==> config.mk <==
export PLATFORM = sky130hd
export DESIGN_NAME = ring_queue_with_overflow_refill
export DESIGN_NICKNAME = d
export VERILOG_FILES = /design/src/hw/rtl/rqor_pkg.sv /design/src/hw/rtl/rqor_ram.sv /design/src/hw/rtl/rqor_ctrl.sv /design/src/hw/rtl/rqor_dp.sv /design/src/hw/rtl/ring_queue_with_overflow_refill.sv
export SDC_FILE = /design/constraint.sdc
export NUM_CORES = 2
export LEC_CHECK = 0
export BUFFER_PORTS_ARGS = -buffer_cell sky130_fd_sc_hd__buf_2
export CORE_MARGIN = 2
export CORE_UTILIZATION = 60
export DETAILED_ROUTE_END_ITERATION = 10
export GPL_TIMING_DRIVEN = 0
export PLACE_DENSITY = 0.77
export SETUP_SLACK_MARGIN = 0.5
export SYNTH_ARGS = -nofsm -noshare
export SYNTH_HDL_FRONTEND = slang
export SYNTH_SLANG_ARGS = --single-unit
export TNS_END_PERCENT = 100
==> constraint.sdc <==
create_clock -name clk_i -period 16.1 [get_ports clk_i]
set_input_delay 0.805 -clock clk_i [delete_from_list [all_inputs] [get_ports clk_i]]
set_output_delay 0.805 -clock clk_i [all_outputs]
set_load 0.03 [all_outputs]
==> src/hw/rtl/rqor_pkg.sv <==
// Shared constants, codes and controller/datapath interface types
// for the ring queue with overflow refill. No dependencies.
package rqor_pkg;

  localparam int CFG_BITS      = 5;
  localparam int FUNC_BITS     = 3;
  localparam int STAT_BITS     = 2;
  localparam int TAG_PORT_BITS = 32;
  localparam int TIME_BITS     = 16;
  localparam int COUNT_BITS    = 5;
  localparam int DUMP_LIMIT    = 16;

  localparam logic [CFG_BITS-1:0] CAP_RESET = 5'd16;

  localparam logic [FUNC_BITS-1:0] FUNC_ENQ    = 3'd0;
  localparam logic [FUNC_BITS-1:0] FUNC_DEQ    = 3'd1;
  localparam logic [FUNC_BITS-1:0] FUNC_REFILL = 3'd2;
  localparam logic [FUNC_BITS-1:0] FUNC_DUMP   = 3'd3;

  localparam logic [STAT_BITS-1:0] STAT_OK     = 2'd0;
  localparam logic [STAT_BITS-1:0] STAT_DIVERT = 2'd1;
  localparam logic [STAT_BITS-1:0] STAT_LOST   = 2'd2;
  localparam logic [STAT_BITS-1:0] STAT_EMPTY  = 2'd3;

  typedef struct packed {
    logic load;
    logic exec;
    logic spill_rd;
    logic refill_wr;
    logic head_rd;
    logic dump_rd;
    logic dump_next;
    logic emit;
    logic emit_dump;
  } cmd_t;

  typedef struct packed {
    logic [FUNC_BITS-1:0] func;
    logic                 can_push;
    logic                 spill_any;
    logic                 main_empty;
    logic                 dump_last;
    logic                 out_free;
  } sts_t;

endpackage

==> src/hw/rtl/rqor_ram.sv <==
// Generic single-write, single-read RAM with registered read data.
// No dependencies.
module rqor_ram #(
  parameter int WIDTH = 32,
  parameter int DEPTH = 16
) (
  input  logic                                   clk_i,
  input  logic                                   we_i,
  input  logic [((DEPTH > 1) ? $clog2(DEPTH) : 1)-1:0] waddr_i,
  input  logic [WIDTH-1:0]                       wdata_i,
  input  logic                                   re_i,
  input  logic [((DEPTH > 1) ? $clog2(DEPTH) : 1)-1:0] raddr_i,
  output logic [WIDTH-1:0]                       rdata_o
);

  logic [WIDTH-1:0] mem_q [DEPTH];
  logic [WIDTH-1:0] rdata_q;

  always_ff @(posedge clk_i) begin
    if (we_i) begin
      mem_q[waddr_i] <= wdata_i;
    end
    if (re_i) begin
      rdata_q <= mem_q[raddr_i];
    end
  end

  assign rdata_o = rdata_q;

endmodule

==> src/hw/rtl/rqor_ctrl.sv <==
// Controller state machine for the ring queue: sequences execute, refill,
// front read and dump steps. Depends on rqor_pkg.
module rqor_ctrl (
  input  logic          clk_i,
  input  logic          rst_ni,
  input  logic          in_valid_i,
  output logic          in_stall_o,
  input  rqor_pkg::sts_t sts_i,
  output rqor_pkg::cmd_t cmd_o
);

  typedef enum logic [7:0] {
    ST_IDLE      = 8'b0000_0001,
    ST_EXEC      = 8'b0000_0010,
    ST_SPILL_RD  = 8'b0000_0100,
    ST_REFILL_WR = 8'b0000_1000,
    ST_FRONT_RD  = 8'b0001_0000,
    ST_FRONT_OUT = 8'b0010_0000,
    ST_DUMP_RD   = 8'b0100_0000,
    ST_DUMP_OUT  = 8'b1000_0000
  } state_e;

  state_e state_q, state_d;

  always_comb begin
    cmd_o   = '0;
    state_d = state_q;
    unique case (state_q)
      ST_IDLE: begin
        if (in_valid_i) begin
          cmd_o.load = 1'b1;
          state_d    = ST_EXEC;
        end
      end
      ST_EXEC: begin
        cmd_o.exec = 1'b1;
        if (sts_i.func == rqor_pkg::FUNC_REFILL) begin
          state_d = ST_SPILL_RD;
        end else if (sts_i.func == rqor_pkg::FUNC_DUMP && !sts_i.main_empty) begin
          state_d = ST_DUMP_RD;
        end else begin
          state_d = ST_FRONT_RD;
        end
      end
      ST_SPILL_RD: begin
        if (sts_i.spill_any && sts_i.can_push) begin
          cmd_o.spill_rd = 1'b1;
          state_d        = ST_REFILL_WR;
        end else begin
          state_d = ST_FRONT_RD;
        end
      end
      ST_REFILL_WR: begin
        cmd_o.refill_wr = 1'b1;
        state_d         = ST_SPILL_RD;
      end
      ST_FRONT_RD: begin
        cmd_o.head_rd = 1'b1;
        state_d       = ST_FRONT_OUT;
      end
      ST_FRONT_OUT: begin
        if (sts_i.out_free) begin
          cmd_o.emit = 1'b1;
          state_d    = ST_IDLE;
        end
      end
      ST_DUMP_RD: begin
        cmd_o.dump_rd = 1'b1;
        state_d       = ST_DUMP_OUT;
      end
      ST_DUMP_OUT: begin
        if (sts_i.out_free) begin
          cmd_o.emit      = 1'b1;
          cmd_o.emit_dump = 1'b1;
          if (sts_i.dump_last) begin
            state_d = ST_IDLE;
          end else begin
            cmd_o.dump_next = 1'b1;
          end
        end
      end
      default: begin
        state_d = ST_IDLE;
      end
    endcase
  end

  always_ff @(posedge clk_i or negedge rst_ni) begin
    if (!rst_ni) begin
      state_q <= ST_IDLE;
    end else begin
      state_q <= state_d;
    end
  end

  assign in_stall_o = (state_q != ST_IDLE);

endmodule

==> src/hw/rtl/rqor_dp.sv <==
// Datapath of the ring queue: pointers, counts, capacity register, the main
// and overflow RAMs and the output register. Depends on rqor_pkg, rqor_ram.
module rqor_dp #(
  parameter int QUEUE_DEPTH    = 16,
  parameter int OVERFLOW_DEPTH = 16,
  parameter int TAG_BITS       = 32
) (
  input  logic                                 clk_i,
  input  logic                                 rst_ni,
  input  logic                                 cfg_we_i,
  input  logic [rqor_pkg::CFG_BITS-1:0]        cfg_wdata_i,
  input  logic [rqor_pkg::FUNC_BITS-1:0]       func_i,
  input  logic [rqor_pkg::TAG_PORT_BITS-1:0]   passenger_tag_i,
  input  logic [rqor_pkg::TIME_BITS-1:0]       service_time_i,
  input  rqor_pkg::cmd_t                       cmd_i,
  output rqor_pkg::sts_t                       sts_o,
  input  logic                                 out_stall_i,
  output logic                                 out_valid_o,
  output logic [rqor_pkg::STAT_BITS-1:0]       status_o,
  output logic                                 front_valid_o,
  output logic [rqor_pkg::TAG_PORT_BITS-1:0]   front_tag_o,
  output logic [rqor_pkg::TIME_BITS-1:0]       front_time_o,
  output logic [rqor_pkg::COUNT_BITS-1:0]      queue_count_o,
  output logic [rqor_pkg::COUNT_BITS-1:0]      overflow_count_o,
  output logic [rqor_pkg::TAG_PORT_BITS-1:0]   dump_tag_o,
  output logic                                 last_o
);

  localparam int TagW    = (TAG_BITS < rqor_pkg::TAG_PORT_BITS) ? TAG_BITS
                                                                : rqor_pkg::TAG_PORT_BITS;
  localparam int TagOutW = rqor_pkg::TAG_PORT_BITS;
  localparam int TimeW   = rqor_pkg::TIME_BITS;
  localparam int MainW   = TagW + TimeW;
  localparam int QAW     = $clog2(QUEUE_DEPTH);
  localparam int QCW     = $clog2(QUEUE_DEPTH + 1);
  localparam int SAW     = (OVERFLOW_DEPTH > 1) ? $clog2(OVERFLOW_DEPTH) : 1;
  localparam int SCW     = $clog2(OVERFLOW_DEPTH + 1);
  localparam int SSW     = SCW + 1;
  localparam int CfgW    = rqor_pkg::CFG_BITS;
  localparam int CmpW    = (QCW > CfgW) ? QCW : CfgW;
  localparam int DIW     = $clog2(rqor_pkg::DUMP_LIMIT);
  localparam int LW      = (QCW > DIW + 1) ? QCW : DIW + 1;
  localparam int CntOutW = rqor_pkg::COUNT_BITS;

  logic [CfgW-1:0]                    cap_q, cap_d;
  logic [rqor_pkg::FUNC_BITS-1:0]     func_q;
  logic [TagW-1:0]                    tag_q;
  logic [TimeW-1:0]                   time_q;
  logic [QAW-1:0]                     head_q, head_d, tail_q, tail_d;
  logic [QCW-1:0]                     mcnt_q, mcnt_d;
  logic [SAW-1:0]                     shead_q, shead_d;
  logic [SCW-1:0]                     scnt_q, scnt_d;
  logic [rqor_pkg::STAT_BITS-1:0]     status_q, status_d;
  logic [QAW-1:0]                     dump_addr_q, dump_addr_d;
  logic [DIW-1:0]                     dump_idx_q, dump_idx_d;
  logic                               out_valid_q, out_valid_d;
  logic [TagW-1:0]                    front_tag_q;
  logic [TimeW-1:0]                   front_time_q;

  logic [rqor_pkg::STAT_BITS-1:0]     out_status_q;
  logic                               out_fvalid_q;
  logic [TagW-1:0]                    out_ftag_q;
  logic [TimeW-1:0]                   out_ftime_q;
  logic [QCW-1:0]                     out_mcnt_q;
  logic [SCW-1:0]                     out_scnt_q;
  logic [TagW-1:0]                    out_dtag_q;
  logic                               out_last_q;

  logic [CmpW-1:0]  cap_eff;
  logic             can_push, spill_space, spill_any, main_empty, dump_last, out_free;
  logic [QAW-1:0]   head_inc, tail_inc, dump_addr_inc;
  logic [SAW-1:0]   shead_inc, stail;
  logic [SSW-1:0]   ssum;
  logic             is_enq;

  logic             m_we, m_re;
  logic [QAW-1:0]   m_raddr;
  logic [MainW-1:0] m_wdata, m_rdata;
  logic             s_we;
  logic [TagW-1:0]  s_rdata;
  logic [TagW-1:0]  rd_tag, sel_ftag;
  logic [TimeW-1:0] rd_time, sel_ftime;

  always_comb begin
    if (cap_q == '0) begin
      cap_eff = CmpW'(1);
    end else if (CmpW'(cap_q) > CmpW'(QUEUE_DEPTH)) begin
      cap_eff = CmpW'(QUEUE_DEPTH);
    end else begin
      cap_eff = CmpW'(cap_q);
    end
  end

  assign can_push    = CmpW'(mcnt_q) < cap_eff;
  assign spill_space = scnt_q != SCW'(OVERFLOW_DEPTH);
  assign spill_any   = scnt_q != '0;
  assign main_empty  = mcnt_q == '0;
  assign out_free    = !out_valid_q || !out_stall_i;
  assign is_enq      = func_q == rqor_pkg::FUNC_ENQ;
  assign dump_last   = (LW'(dump_idx_q) + LW'(1) == LW'(mcnt_q)) ||
                       (dump_idx_q == DIW'(rqor_pkg::DUMP_LIMIT - 1));

  assign head_inc      = (head_q == QAW'(QUEUE_DEPTH - 1)) ? '0 : head_q + 1'b1;
  assign tail_inc      = (tail_q == QAW'(QUEUE_DEPTH - 1)) ? '0 : tail_q + 1'b1;
  assign dump_addr_inc = (dump_addr_q == QAW'(QUEUE_DEPTH - 1)) ? '0 : dump_addr_q + 1'b1;
  assign shead_inc     = (shead_q == SAW'(OVERFLOW_DEPTH - 1)) ? '0 : shead_q + 1'b1;
  assign ssum          = SSW'(shead_q) + SSW'(scnt_q);
  assign stail         = (ssum >= SSW'(OVERFLOW_DEPTH)) ? SAW'(ssum - SSW'(OVERFLOW_DEPTH))
                                                        : SAW'(ssum);

  assign sts_o.func       = func_q;
  assign sts_o.can_push   = can_push;
  assign sts_o.spill_any  = spill_any;
  assign sts_o.main_empty = main_empty;
  assign sts_o.dump_last  = dump_last;
  assign sts_o.out_free   = out_free;

  // RAM ports
  assign m_we    = (cmd_i.exec && is_enq && can_push) || cmd_i.refill_wr;
  assign m_wdata = cmd_i.refill_wr ? {s_rdata, {TimeW{1'b0}}} : {tag_q, time_q};
  assign m_re    = cmd_i.head_rd || cmd_i.dump_rd || cmd_i.dump_next;
  assign s_we    = cmd_i.exec && is_enq && !can_push && spill_space;

  always_comb begin
    priority if (cmd_i.head_rd) begin
      m_raddr = head_q;
    end else if (cmd_i.dump_next) begin
      m_raddr = dump_addr_inc;
    end else begin
      m_raddr = dump_addr_q;
    end
  end

  rqor_ram #(
    .WIDTH (MainW),
    .DEPTH (QUEUE_DEPTH)
  ) u_main_ram (
    .clk_i   (clk_i),
    .we_i    (m_we),
    .waddr_i (tail_q),
    .wdata_i (m_wdata),
    .re_i    (m_re),
    .raddr_i (m_raddr),
    .rdata_o (m_rdata)
  );

  rqor_ram #(
    .WIDTH (TagW),
    .DEPTH (OVERFLOW_DEPTH)
  ) u_spill_ram (
    .clk_i   (clk_i),
    .we_i    (s_we),
    .waddr_i (stail),
    .wdata_i (tag_q),
    .re_i    (cmd_i.spill_rd),
    .raddr_i (shead_q),
    .rdata_o (s_rdata)
  );

  assign rd_tag  = m_rdata[MainW-1:TimeW];
  assign rd_time = m_rdata[TimeW-1:0];

  // control next state
  always_comb begin
    cap_d       = cap_q;
    head_d      = head_q;
    tail_d      = tail_q;
    mcnt_d      = mcnt_q;
    shead_d     = shead_q;
    scnt_d      = scnt_q;
    status_d    = status_q;
    dump_addr_d = dump_addr_q;
    dump_idx_d  = dump_idx_q;
    out_valid_d = out_valid_q;

    if (cfg_we_i) begin
      cap_d = cfg_wdata_i;
    end

    if (cmd_i.exec) begin
      status_d = rqor_pkg::STAT_OK;
      unique case (func_q)
        rqor_pkg::FUNC_ENQ: begin
          if (can_push) begin
            tail_d = tail_inc;
            mcnt_d = mcnt_q + 1'b1;
          end else if (spill_space) begin
            scnt_d   = scnt_q + 1'b1;
            status_d = rqor_pkg::STAT_DIVERT;
          end else begin
            status_d = rqor_pkg::STAT_LOST;
          end
        end
        rqor_pkg::FUNC_DEQ: begin
          if (main_empty) begin
            status_d = rqor_pkg::STAT_EMPTY;
          end else begin
            head_d = head_inc;
            mcnt_d = mcnt_q - 1'b1;
          end
        end
        rqor_pkg::FUNC_DUMP: begin
          if (main_empty) begin
            status_d = rqor_pkg::STAT_EMPTY;
          end
          dump_addr_d = head_q;
          dump_idx_d  = '0;
        end
        default: begin
          status_d = rqor_pkg::STAT_OK;
        end
      endcase
    end

    if (cmd_i.refill_wr) begin
      tail_d  = tail_inc;
      mcnt_d  = mcnt_q + 1'b1;
      shead_d = shead_inc;
      scnt_d  = scnt_q - 1'b1;
    end

    if (cmd_i.dump_next) begin
      dump_addr_d = dump_addr_inc;
      dump_idx_d  = dump_idx_q + 1'b1;
    end

    if (cmd_i.emit) begin
      out_valid_d = 1'b1;
    end else if (!out_stall_i) begin
      out_valid_d = 1'b0;
    end
  end

  always_ff @(posedge clk_i or negedge rst_ni) begin
    if (!rst_ni) begin
      cap_q       <= rqor_pkg::CAP_RESET;
      head_q      <= '0;
      tail_q      <= '0;
      mcnt_q      <= '0;
      shead_q     <= '0;
      scnt_q      <= '0;
      status_q    <= rqor_pkg::STAT_OK;
      dump_addr_q <= '0;
      dump_idx_q  <= '0;
      out_valid_q <= 1'b0;
    end else begin
      cap_q       <= cap_d;
      head_q      <= head_d;
      tail_q      <= tail_d;
      mcnt_q      <= mcnt_d;
      shead_q     <= shead_d;
      scnt_q      <= scnt_d;
      status_q    <= status_d;
      dump_addr_q <= dump_addr_d;
      dump_idx_q  <= dump_idx_d;
      out_valid_q <= out_valid_d;
    end
  end

  // front entry: head read or zero if empty; dump reuses its first (head) read
  always_comb begin
    if (cmd_i.emit_dump) begin
      sel_ftag  = (dump_idx_q == '0) ? rd_tag : front_tag_q;
      sel_ftime = (dump_idx_q == '0) ? rd_time : front_time_q;
    end else if (main_empty) begin
      sel_ftag  = '0;
      sel_ftime = '0;
    end else begin
      sel_ftag  = rd_tag;
      sel_ftime = rd_time;
    end
  end

  always_ff @(posedge clk_i) begin
    if (cmd_i.load) begin
      func_q <= func_i;
      tag_q  <= passenger_tag_i[TagW-1:0];
      time_q <= service_time_i;
    end
    if (cmd_i.emit_dump && dump_idx_q == '0) begin
      front_tag_q  <= rd_tag;
      front_time_q <= rd_time;
    end
    if (cmd_i.emit) begin
      out_status_q <= cmd_i.emit_dump ? rqor_pkg::STAT_OK : status_q;
      out_fvalid_q <= !main_empty;
      out_ftag_q   <= sel_ftag;
      out_ftime_q  <= sel_ftime;
      out_mcnt_q   <= mcnt_q;
      out_scnt_q   <= scnt_q;
      out_dtag_q   <= cmd_i.emit_dump ? rd_tag : '0;
      out_last_q   <= cmd_i.emit_dump ? dump_last : 1'b1;
    end
  end

  assign out_valid_o      = out_valid_q;
  assign status_o         = out_status_q;
  assign front_valid_o    = out_fvalid_q;
  assign front_tag_o      = TagOutW'(out_ftag_q);
  assign front_time_o     = out_ftime_q;
  assign queue_count_o    = CntOutW'(out_mcnt_q);
  assign overflow_count_o = CntOutW'(out_scnt_q);
  assign dump_tag_o       = TagOutW'(out_dtag_q);
  assign last_o           = out_last_q;

endmodule

==> src/hw/rtl/ring_queue_with_overflow_refill.sv <==
// Top level of the ring queue with overflow refill: controller plus datapath.
// Depends on rqor_pkg, rqor_ctrl, rqor_dp (and rqor_ram through rqor_dp).
//
// One item is worked at a time. Enqueue, dequeue, query and an empty dump
// pass the execute, front read and front output states, the result entering
// the output register from the front output state. Refill moves overflow ids
// to the main queue until the overflow is empty or the main queue is full,
// each move reading the overflow RAM and then writing the main RAM, and ends
// with a final check. A non-empty dump makes one main RAM read per result.
// The output register lets a new item be accepted while the last result of
// the previous one still waits; a stalled output holds the work in place.
module ring_queue_with_overflow_refill #(
  parameter int QUEUE_DEPTH    = 16,
  parameter int OVERFLOW_DEPTH = 16,
  parameter int TAG_BITS       = 32
) (
  input  logic                               clk_i,
  input  logic                               rst_ni,
  input  logic                               cfg_we_i,
  input  logic [rqor_pkg::CFG_BITS-1:0]      cfg_wdata_i,
  input  logic                               in_valid_i,
  output logic                               in_stall_o,
  input  logic [rqor_pkg::FUNC_BITS-1:0]     func_i,
  input  logic [rqor_pkg::TAG_PORT_BITS-1:0] passenger_tag_i,
  input  logic [rqor_pkg::TIME_BITS-1:0]     service_time_i,
  output logic                               out_valid_o,
  input  logic                               out_stall_i,
  output logic [rqor_pkg::STAT_BITS-1:0]     status_o,
  output logic                               front_valid_o,
  output logic [rqor_pkg::TAG_PORT_BITS-1:0] front_tag_o,
  output logic [rqor_pkg::TIME_BITS-1:0]     front_time_o,
  output logic [rqor_pkg::COUNT_BITS-1:0]    queue_count_o,
  output logic [rqor_pkg::COUNT_BITS-1:0]    overflow_count_o,
  output logic [rqor_pkg::TAG_PORT_BITS-1:0] dump_tag_o,
  output logic                               last_o
);

  rqor_pkg::cmd_t cmd;
  rqor_pkg::sts_t sts;

  rqor_ctrl u_ctrl (
    .clk_i      (clk_i),
    .rst_ni     (rst_ni),
    .in_valid_i (in_valid_i),
    .in_stall_o (in_stall_o),
    .sts_i      (sts),
    .cmd_o      (cmd)
  );

  rqor_dp #(
    .QUEUE_DEPTH    (QUEUE_DEPTH),
    .OVERFLOW_DEPTH (OVERFLOW_DEPTH),
    .TAG_BITS       (TAG_BITS)
  ) u_dp (
    .clk_i            (clk_i),
    .rst_ni           (rst_ni),
    .cfg_we_i         (cfg_we_i),
    .cfg_wdata_i      (cfg_wdata_i),
    .func_i           (func_i),
    .passenger_tag_i  (passenger_tag_i),
    .service_time_i   (service_time_i),
    .cmd_i            (cmd),
    .sts_o            (sts),
    .out_stall_i      (out_stall_i),
    .out_valid_o      (out_valid_o),
    .status_o         (status_o),
    .front_valid_o    (front_valid_o),
    .front_tag_o      (front_tag_o),
    .front_time_o     (front_time_o),
    .queue_count_o    (queue_count_o),
    .overflow_count_o (overflow_count_o),
    .dump_tag_o       (dump_tag_o),
    .last_o           (last_o)
  );

endmodule

==> metrics.yaml <==
max-clock-path-buffers: 3
ws_path_type: "flop to flop"
postRouteWirelength_um: 141000
gp_congestion: 0.805
maxCapViolations: 0
syn_inst: 3459
postSynthRegisterBits: 1599
synth-seq-area-share_pct: 76.4
ant_nets: 0
endpoint_kind: "flop"
cts_setup_buffers: 0
die_h_um: 327
grt_remaining_overflow: 0
drt_iter0_drc: 3405
multi_input_area_sq_um: 13900
initial_cell_density_of_the_core_pct: 60.4
maximum_number_of_pins_on_one_net_before_global_route_repair: 49
outcome: "complete, no violations"
root_buffer: "sky130_fd_sc_hd__clkbuf_16"
area.sequential_sq_um: 47800
cts_tree: "yes"
number_of_global_route_vias_before_repair: 33100
cts_htree_levels: 4
clk_transition_reported_paths_ns: 0.06
synth_area_sq_um: 62600
dp.final_hpwl_um: 87900
synth-edff-count: 1553
worst_slew_margin_rel_pct: 18.5
synthArstFlopShare_pct: 2.88
critical_path_arrival_ns: 5.25
detail_route.first_pass.iterations: 6
grt_setup_unrepaired: "no"
final_period_minus_worst_setup_slack_ns: 4.81
finalHoldViolations: 0
synth_ff_type: "sky130_fd_sc_hd__edfxtp_1"
synth.yosys.warnings: 0
max_freq_mhz: 208
nNetsFinal: 3906
grt_antenna_before_repair: 0
syn-num-nets: 3543
cts_hold_buf: 0
detailroute.via_count: 33000
placeableCoreArea_sq_um: 103000
num-fill-cells: 6443
yosys.cell_types.count: 68
timing.final.crit_share_pct: 29.9
crit_fanout: 10
setup_total_negative_slack_ns: 0
final-setup-viol-count: 0
die_outline_area_sq_um: 107000
count_of_port_buffers_added_during_placement: 156
cts-buffers-inserted: 154
insertion_delay_ns: 0.76
report.final.slew_viol_count: 0
detail_route.wl_per_cell_um: 26.5
total_leakage_power_uw: 0.0247
die_w_um: 327
drive_gt1_share_pct: 17.2
worst_setup_path_start_kind: "flop"
gr-usage-all-layers_pct: 26.3
tightest_pin_transition_ns: 1.22
fin_worst_skew_ns: 0.0322
p_per_area_nw_per_um2: 155
cts_resized: 0
area_growth_pct: 13.1
grt_first_pass_wirelength_um: 207000
ios: 157
max-vdd-ir-drop_v: 0.000115
via_per_inst: 6.21
hold_path_class: "primary input to flop"
final_core_util_pct: 68.4
drc: 0
critical_path_required_ns: 16.54
average_size_of_a_mapped_cell_sq_um: 18.1
cts.sinks: 1599
placement_rows: 118
-- worst max-delay path, stage by stage, from the launching register on --
cell and delay (ns):
sky130_fd_sc_hd__dfrtp_1 0.36, sky130_fd_sc_hd__clkbuf_1 0.21, sky130_fd_sc_hd__nor3_1 0.47, sky130_fd_sc_hd__nand2b_1 0.23, sky130_fd_sc_hd__or4_1 0.50, sky130_fd_sc_hd__clkbuf_1 0.18
sky130_fd_sc_hd__nor4_1 0.27, sky130_fd_sc_hd__nor4bb_1 0.55, sky130_fd_sc_hd__nand2_1 0.37, sky130_fd_sc_hd__nor3_2 0.84, sky130_fd_sc_hd__buf_6 0.28, sky130_fd_sc_hd__buf_6 0.20
-- where the power goes --
group          leakage [uW]  switching (uW)  internal, uW  total, uW
clock               0.00232            1470          1950       3430
combinational       0.00789            1550           946       2490
sequential           0.0145             138          4930       5060
total                0.0247            3160          7820      11000
-- final cells by class --
cell class                 count  share of cell area (%)
sequential                  1599                    67.5
timing repair buffer         207                    2.21
clock buffer                 207                    5.93
antenna                        1                 0.00354
buffer                       181                    1.45
multi-input combinational   1658                    19.6
clock inverter                62                   0.769
tap                         1380                    2.44
inverter                      21                   0.111
-- routing by layer --
layer	track usage [%]	vias up	part of all wire (%)	wire length (um)
li1	-	14400	-	-
met1	34.7	16700	38	53800
met2	44.2	1626	50	70600
met3	4.37	311	8.0	11200
met4	10.8	0	3.6	5030
met5	0	-	0	0
-- kinds of logic (layout without fill, tap and decap cells) --
family,count (synthesis),after routing,synth area share [%]
DFF,1599,1599,76.4
muxes,685,685,12.3
and+or+nand+nor,556,556,4.43
AOI/OAI and AO/OA,369,369,4.25
buffers and inverters,202,678,1.77
xor gates and xnor gates,25,25,0.374
adders and majority gates,23,23,0.484
other,0,1,0
-- final timing paths --
kind | start | to | slack [ns] | depth (start not counted)
max in group asynchronous | rst_ni | u_dp.tail_q[2] | 15.10 | 1
min in group asynchronous | rst_ni | u_dp.mcnt_q[2] | 0.27 | 1
setup / recovery | u_ctrl.state_q[6] | u_dp.u_spill_ram.mem_q[8][9] | 11.29 | 11
hold / removal | passenger_tag_i[16] | u_dp.tag_q[16] | 0.22 | 1
setup reg to reg | u_ctrl.state_q[6] | u_dp.u_spill_ram.mem_q[8][9] | 11.29 | 11
hold reg to reg | u_dp.u_main_ram.rdata_o[11] | u_dp.front_time_q[11] | 0.46 | 0
-- layout by cell type, fill, tap and decap left out, types with 44 or more instances in the layout --
cell type | synthesis | final
sky130_fd_sc_hd__edfxtp_1 | 1553 | 1553
sky130_fd_sc_hd__mux2i_1 | 587 | 587
sky130_fd_sc_hd__nand2_1 | 280 | 279
sky130_fd_sc_hd__buf_2 | 35 | 191
sky130_fd_sc_hd__clkbuf_16 | 0 | 158
sky130_fd_sc_hd__clkbuf_1 | 72 | 115
sky130_fd_sc_hd__o21ai_0 | 71 | 71
sky130_fd_sc_hd__nor2_1 | 83 | 70
sky130_fd_sc_hd__mux4_2 | 64 | 64
sky130_fd_sc_hd__and2_1 | 66 | 53
sky130_fd_sc_hd__a21oi_1 | 52 | 52
sky130_fd_sc_hd__a22o_1 | 49 | 49
sky130_fd_sc_hd__o22ai_1 | 49 | 49
sky130_fd_sc_hd__a32o_1 | 48 | 48
sky130_fd_sc_hd__buf_6 | 28 | 46
sky130_fd_sc_hd__nor3_2 | 41 | 45
sky130_fd_sc_hd__dfrtp_1 | 44 | 44
-- per-stage QoR --
stage	total power (uW)	worst slack [ns]	hold slack (ns)	std cells	cell area, sq um
detailed placement	7610	11.35	0.444	5046	66000
floorplan	6820	4.61	0.427	3459	62600
CTS	11000	11.38	0.183	5315	70800
global placement	7530	0.148	0.441	4995	65100
finish	11000	11.29	0.222	5316	70800
global route	11300	10.97	0.199	5315	70800
-- state kept, by name (all words and copies together) (netlist names), 32 cells and up --
signal / count
u_dp.u_spill_ram.mem_q: 512
u_dp.front_tag_o: 32
u_dp.u_main_ram.mem_q: 768
u_dp.tag_q: 32
u_dp.u_spill_ram.rdata_o: 32
u_dp.front_tag_q: 32
u_dp.u_main_ram.rdata_o: 48
u_dp.dump_tag_o: 32
-- synthesized netlist by cell type (all sizes together), types with 9 or more instances --
cell	count	share of area [%]
dfrtp	44	1.8
nand2b	10	0.10
o22ai	49	0.49
inv	21	0.13
a22oi	32	0.38
edfxtp	1553	75
mux2i	587	9.4
nand3	9	0.080
a221oi	32	0.45
nor3	66	0.86
clkbuf	72	0.43
o21ai	72	0.58
a32o	48	0.77
nand2	281	1.7
ha	21	0.42
and2	66	0.66
mux4	64	2.3
xnor2	16	0.22
nor2	83	0.50
mux2	34	0.61
a22o	49	0.69
buf	109	1.2
a21oi	52	0.42
(Power assumes the default switching activity.)
